===== src/hdl/slmap_ram.sv =====
// Generic single-clock RAM: one write port, one read port, registered read.
// No dependencies.
`timescale 1ns / 1ps

module slmap_ram #(
  parameter int WIDTH = 64,
  parameter int DEPTH = 64,
  localparam int AW = (DEPTH > 1) ? $clog2(DEPTH) : 1
) (
  input  logic             clk,
  input  logic             we,
  input  logic [AW-1:0]    waddr,
  input  logic [WIDTH-1:0] wdata,
  input  logic [AW-1:0]    raddr,
  output logic [WIDTH-1:0] rdata
);

  logic [WIDTH-1:0] mem [DEPTH];

  always_ff @(posedge clk) begin
    if (we) begin
      mem[waddr] <= wdata;
    end
    rdata <= mem[raddr];
  end

endmodule


===== config.mk =====
export PLATFORM = sky130hd
export DESIGN_NAME = slmap_ram
export DESIGN_NICKNAME = d
export VERILOG_FILES = /design/src/hdl/slmap_ram.sv
export SDC_FILE = /design/constraint.sdc
export NUM_CORES = 2
export LEC_CHECK = 0
export BUFFER_PORTS_ARGS = -buffer_cell sky130_fd_sc_hd__buf_4
export CAP_MARGIN = 20
export CORE_AREA = 2 2 645 647
export CTS_CLUSTER_SIZE = 12
export DETAILED_ROUTE_END_ITERATION = 8
export DIE_AREA = 0 0 647 649
export PLACE_DENSITY = 0.58
export SLEW_MARGIN = 15
export SYNTH_ARGS = -nofsm -noshare
export SYNTH_HDL_FRONTEND = slang
export SYNTH_SLANG_ARGS = --single-unit

===== constraint.sdc =====
create_clock -name clk -period 16.4 [get_ports clk]
set_input_delay 3.28 -clock clk [delete_from_list [all_inputs] [get_ports clk]]
set_output_delay 3.28 -clock clk [all_outputs]
set_load 0.1 [all_outputs]

==> impl_metrics.json <==
{
  "nFillCells": 34800,
  "drt_pass1_iterations": 5,
  "clkSinkCount": 4160,
  "whs_ns": 0.835,
  "ioPinCount": 142,
  "synth-seq-cells": 4160,
  "synthCells": 6598,
  "fin_skew_ns": 0.0578,
  "avgSynthCellArea_um2": 23.7,
  "regArea_mm2": 0.124,
  "cts-root-buf": "clkbuf_16",
  "postCtsSetupBuffers": 0,
  "drt_wl_total_um": 445000,
  "reg2reg_from": "mem[11][62]$_DFFE_PP_",
  "max_freq_ghz": 0.149,
  "required_ns": 17.21,
  "worstSetupEndpointType": "flop",
  "yosysSeqAreaShare_pct": 79.5,
  "syn_to_final_growth_pct": 13.7,
  "ys.flop_type": "edfxtp_1",
  "cts_tree": "built",
  "layout_min_cycle_time_ns": 6.73,
  "tns_ns": 0,
  "row_count": 236,
  "nets": 7087,
  "drcViolationCount": 0,
  "cp_slowest_cell": "buf_4",
  "p_leak_nw": 54.7,
  "synth_edf_count": 4096,
  "core_area_mm2": 0.413,
  "cp_common_cell": "buf_4",
  "drt_iter0_drc": 9346,
  "drtAntennaViolNets": 0,
  "min_path_type": "flop to flop",
  "crit_family": "buffers and inverters",
  "finalMaxSlewViolations": 0,
  "globalplace.congestion": 0.783,
  "hold_viol": 0,
  "vias": 75100,
  "outcome": "complete, no violations",
  "cp.buffers_inverters": 4,
  "finalCritPeriodShare_pct": 41.0,
  "start_util_pct": 37.9,
  "grt_util_all_layers_pct": 20.9,
  "chipWidth_um": 647,
  "clk_pin_slew_ns": 0.06,
  "crit_chain": "buf_16, buf_12, buf_4, buf_4, mux4_2, mux2i_1, nand2_1, a41oi_1, a211oi_1",
  "grt_pass1_vias": 75700,
  "tightest_slew_ns": 1.28,
  "drt-wirelength-per-cell_um": 34.7,
  "die_y_um": 649,
  "path_class": "input pin to flop",
  "cap_violations": 0,
  "yosys_warnings": 0,
  "place_hpwl_um": 238000,
  "async_reset_ff_share_pct": 0,
  "post_cts_resized": 0,
  "die_area_mm2": 0.420,
  "clk_path_buf_depth": 4,
  "slowest_delay_ns": 0.70,
  "grt_pass1_wl_um": 614000,
  "cp_max_fo": 100,
  "yosysTopAreaCell": "edfxtp_1",
  "synth_top_area_share_pct": 78.7,
  "syn_nets": 6676,
  "antenna_found_initial": 29,
  "rsz0062_at_grt": "no",
  "synth.cell_area_mm2": 0.156,
  "crit_start": "raddr[0]",
  "clock_latency_ns": 0.98,
  "slew-limit-headroom_pct": 14.4,
  "synthDistinctLibCells": 33,
  "grt_start_max_net_pins": 120,
  "htree_levels": 5,
  "via_per_inst": 5.85,
  "port_buffers": 141,
  "cts_buffers": 426,
  "drive_gt1_share_pct": 27.5,
  "grt-ovfl-total": 0,
  "multi_input_area_mm2": 0.0308,
  "synth_area_leaders": "edfxtp_1 (79%), mux4_2 (15%), mux2i_1 (0.86%)",
  "p_per_area_mw_per_mm2": 124,
  "setup_violations": 0,
  "hold_buffers": 0,
  "critPathLaunchType": "input pin",
  "hp-start": "mem[52][63]$_DFFE_PP_",
  "ir_worst_vdd_mv": 0.100,
  "r2r_slack_ns": 13.65,
  "crit_arrival_ns": 7.54
}
registers in the layout (all words and copies together) (netlist names):
name / flops
mem: 4096
rdata: 64
worst register-to-register path: stages, from the launching register on:
cell,delay (ns)
edfxtp_1,0.37
mux4_2,0.46
nor2b_1,0.14
a211oi_1,1.05
o22ai_1,0.38
and3_1,0.26
path summary, 6_finish.rpt:
check | endpoint | depth (start not counted)
worst max-delay path | rdata[5]$_DFF_P_ | 9
worst min-delay path | rdata[63]$_DFF_P_ | 4
worst max register to register | rdata[62]$_DFF_P_ | 5
worst min register to register | rdata[63]$_DFF_P_ | 4
Yosys cell counts, types with 34 or more instances:
| master | instances |
|---|---|
| mux2i_1 | 135 |
| mux4_2 | 1024 |
| a211oi_1 | 63 |
| nand3_1 | 45 |
| buf_4 | 34 |
| nor2_1 | 112 |
| a22o_1 | 88 |
| dfxtp_1 | 64 |
| o221ai_1 | 38 |
| and3_1 | 64 |
| edfxtp_1 | 4096 |
| nand2_1 | 58 |
| buf_2 | 170 |
| clkbuf_1 | 140 |
| o22ai_1 | 83 |
| a22oi_1 | 168 |
power by group:
group | internal (mW) | switching [mW]
clock | 5.05 | 3.97
combinational | 0.378 | 0.793
sequential | 11.8 | 0.0602
cells in the final DEF, fill, tap and decap left out, types with 19 or more instances in the layout:
cell type and instances:
edfxtp_1 4096, mux4_2 1024, clkbuf_16 431, buf_4 335
a22oi_1 168, clkbuf_1 163, mux2i_1 135, a22o_1 88
o22ai_1 83, clkinv_1 67, nor2_4 65, and3_1 64
dfxtp_1 64, a211oi_1 62, nand2_1 55, nor2_1 47
nand3_1 45, o221ai_1 38, clkinv_2 38, clkbuf_8 31
or3_1 29, or2_2 28, a41oi_1 26, nor2b_1 24
inv_1 19, a2bb2oi_1 19
per-stage QoR:
| step | util (%) | power, mW | setup slack (ns) | instance area [µm²] | std cells |
|---|---|---|---|---|---|
| finish | 43.1 | 22.0 | 9.67 | 178000 | 12800 |
| global route | 43.1 | 22.7 | 9.22 | 178000 | 12800 |
| CTS | 43.1 | 22.2 | 9.61 | 178000 | 12800 |
| detailed placement | 40.0 | 13.2 | 8.56 | 165000 | 12100 |
| global placement | 39.9 | 13.2 | 8.60 | 165000 | 12100 |
| floorplan | - | 12.7 | 7.68 | 156000 | 6598 |
area by class of cell:
type	count	area share, %
clock buffer	625	6.65
clock inverter	138	0.573
inverter	19	0.0401
timing repair buffer	353	1.62
multi-input combinational	2049	17.3
sequential	4160	69.9
tap	5474	3.85
antenna	11	0.0155
cell families (layout without fill, tap and decap cells):
kind of cell | after synthesis | in the layout | synth area share [%]
mux | 1159 | 1159 | 15.6
buf+inv | 389 | 1135 | 1.18
flops | 4160 | 4160 | 79.5
simple gates | 386 | 386 | 1.24
other cells | 0 | 11 | 0
compound gates | 504 | 504 | 2.48
layer usage:
metal  part of all wire (%)  vias up  track usage (%)  wire length [µm]
li1                       -    29300                -                 -
met1                     41    41800             29.2            181000
met2                     49     3356             34.2            218000
met3                    8.0      597             3.58             35500
met4                    2.5       16             5.02             11000
met5                  0.022        -                0                99
No activity file was read; power rests on OpenSTA's default activity.
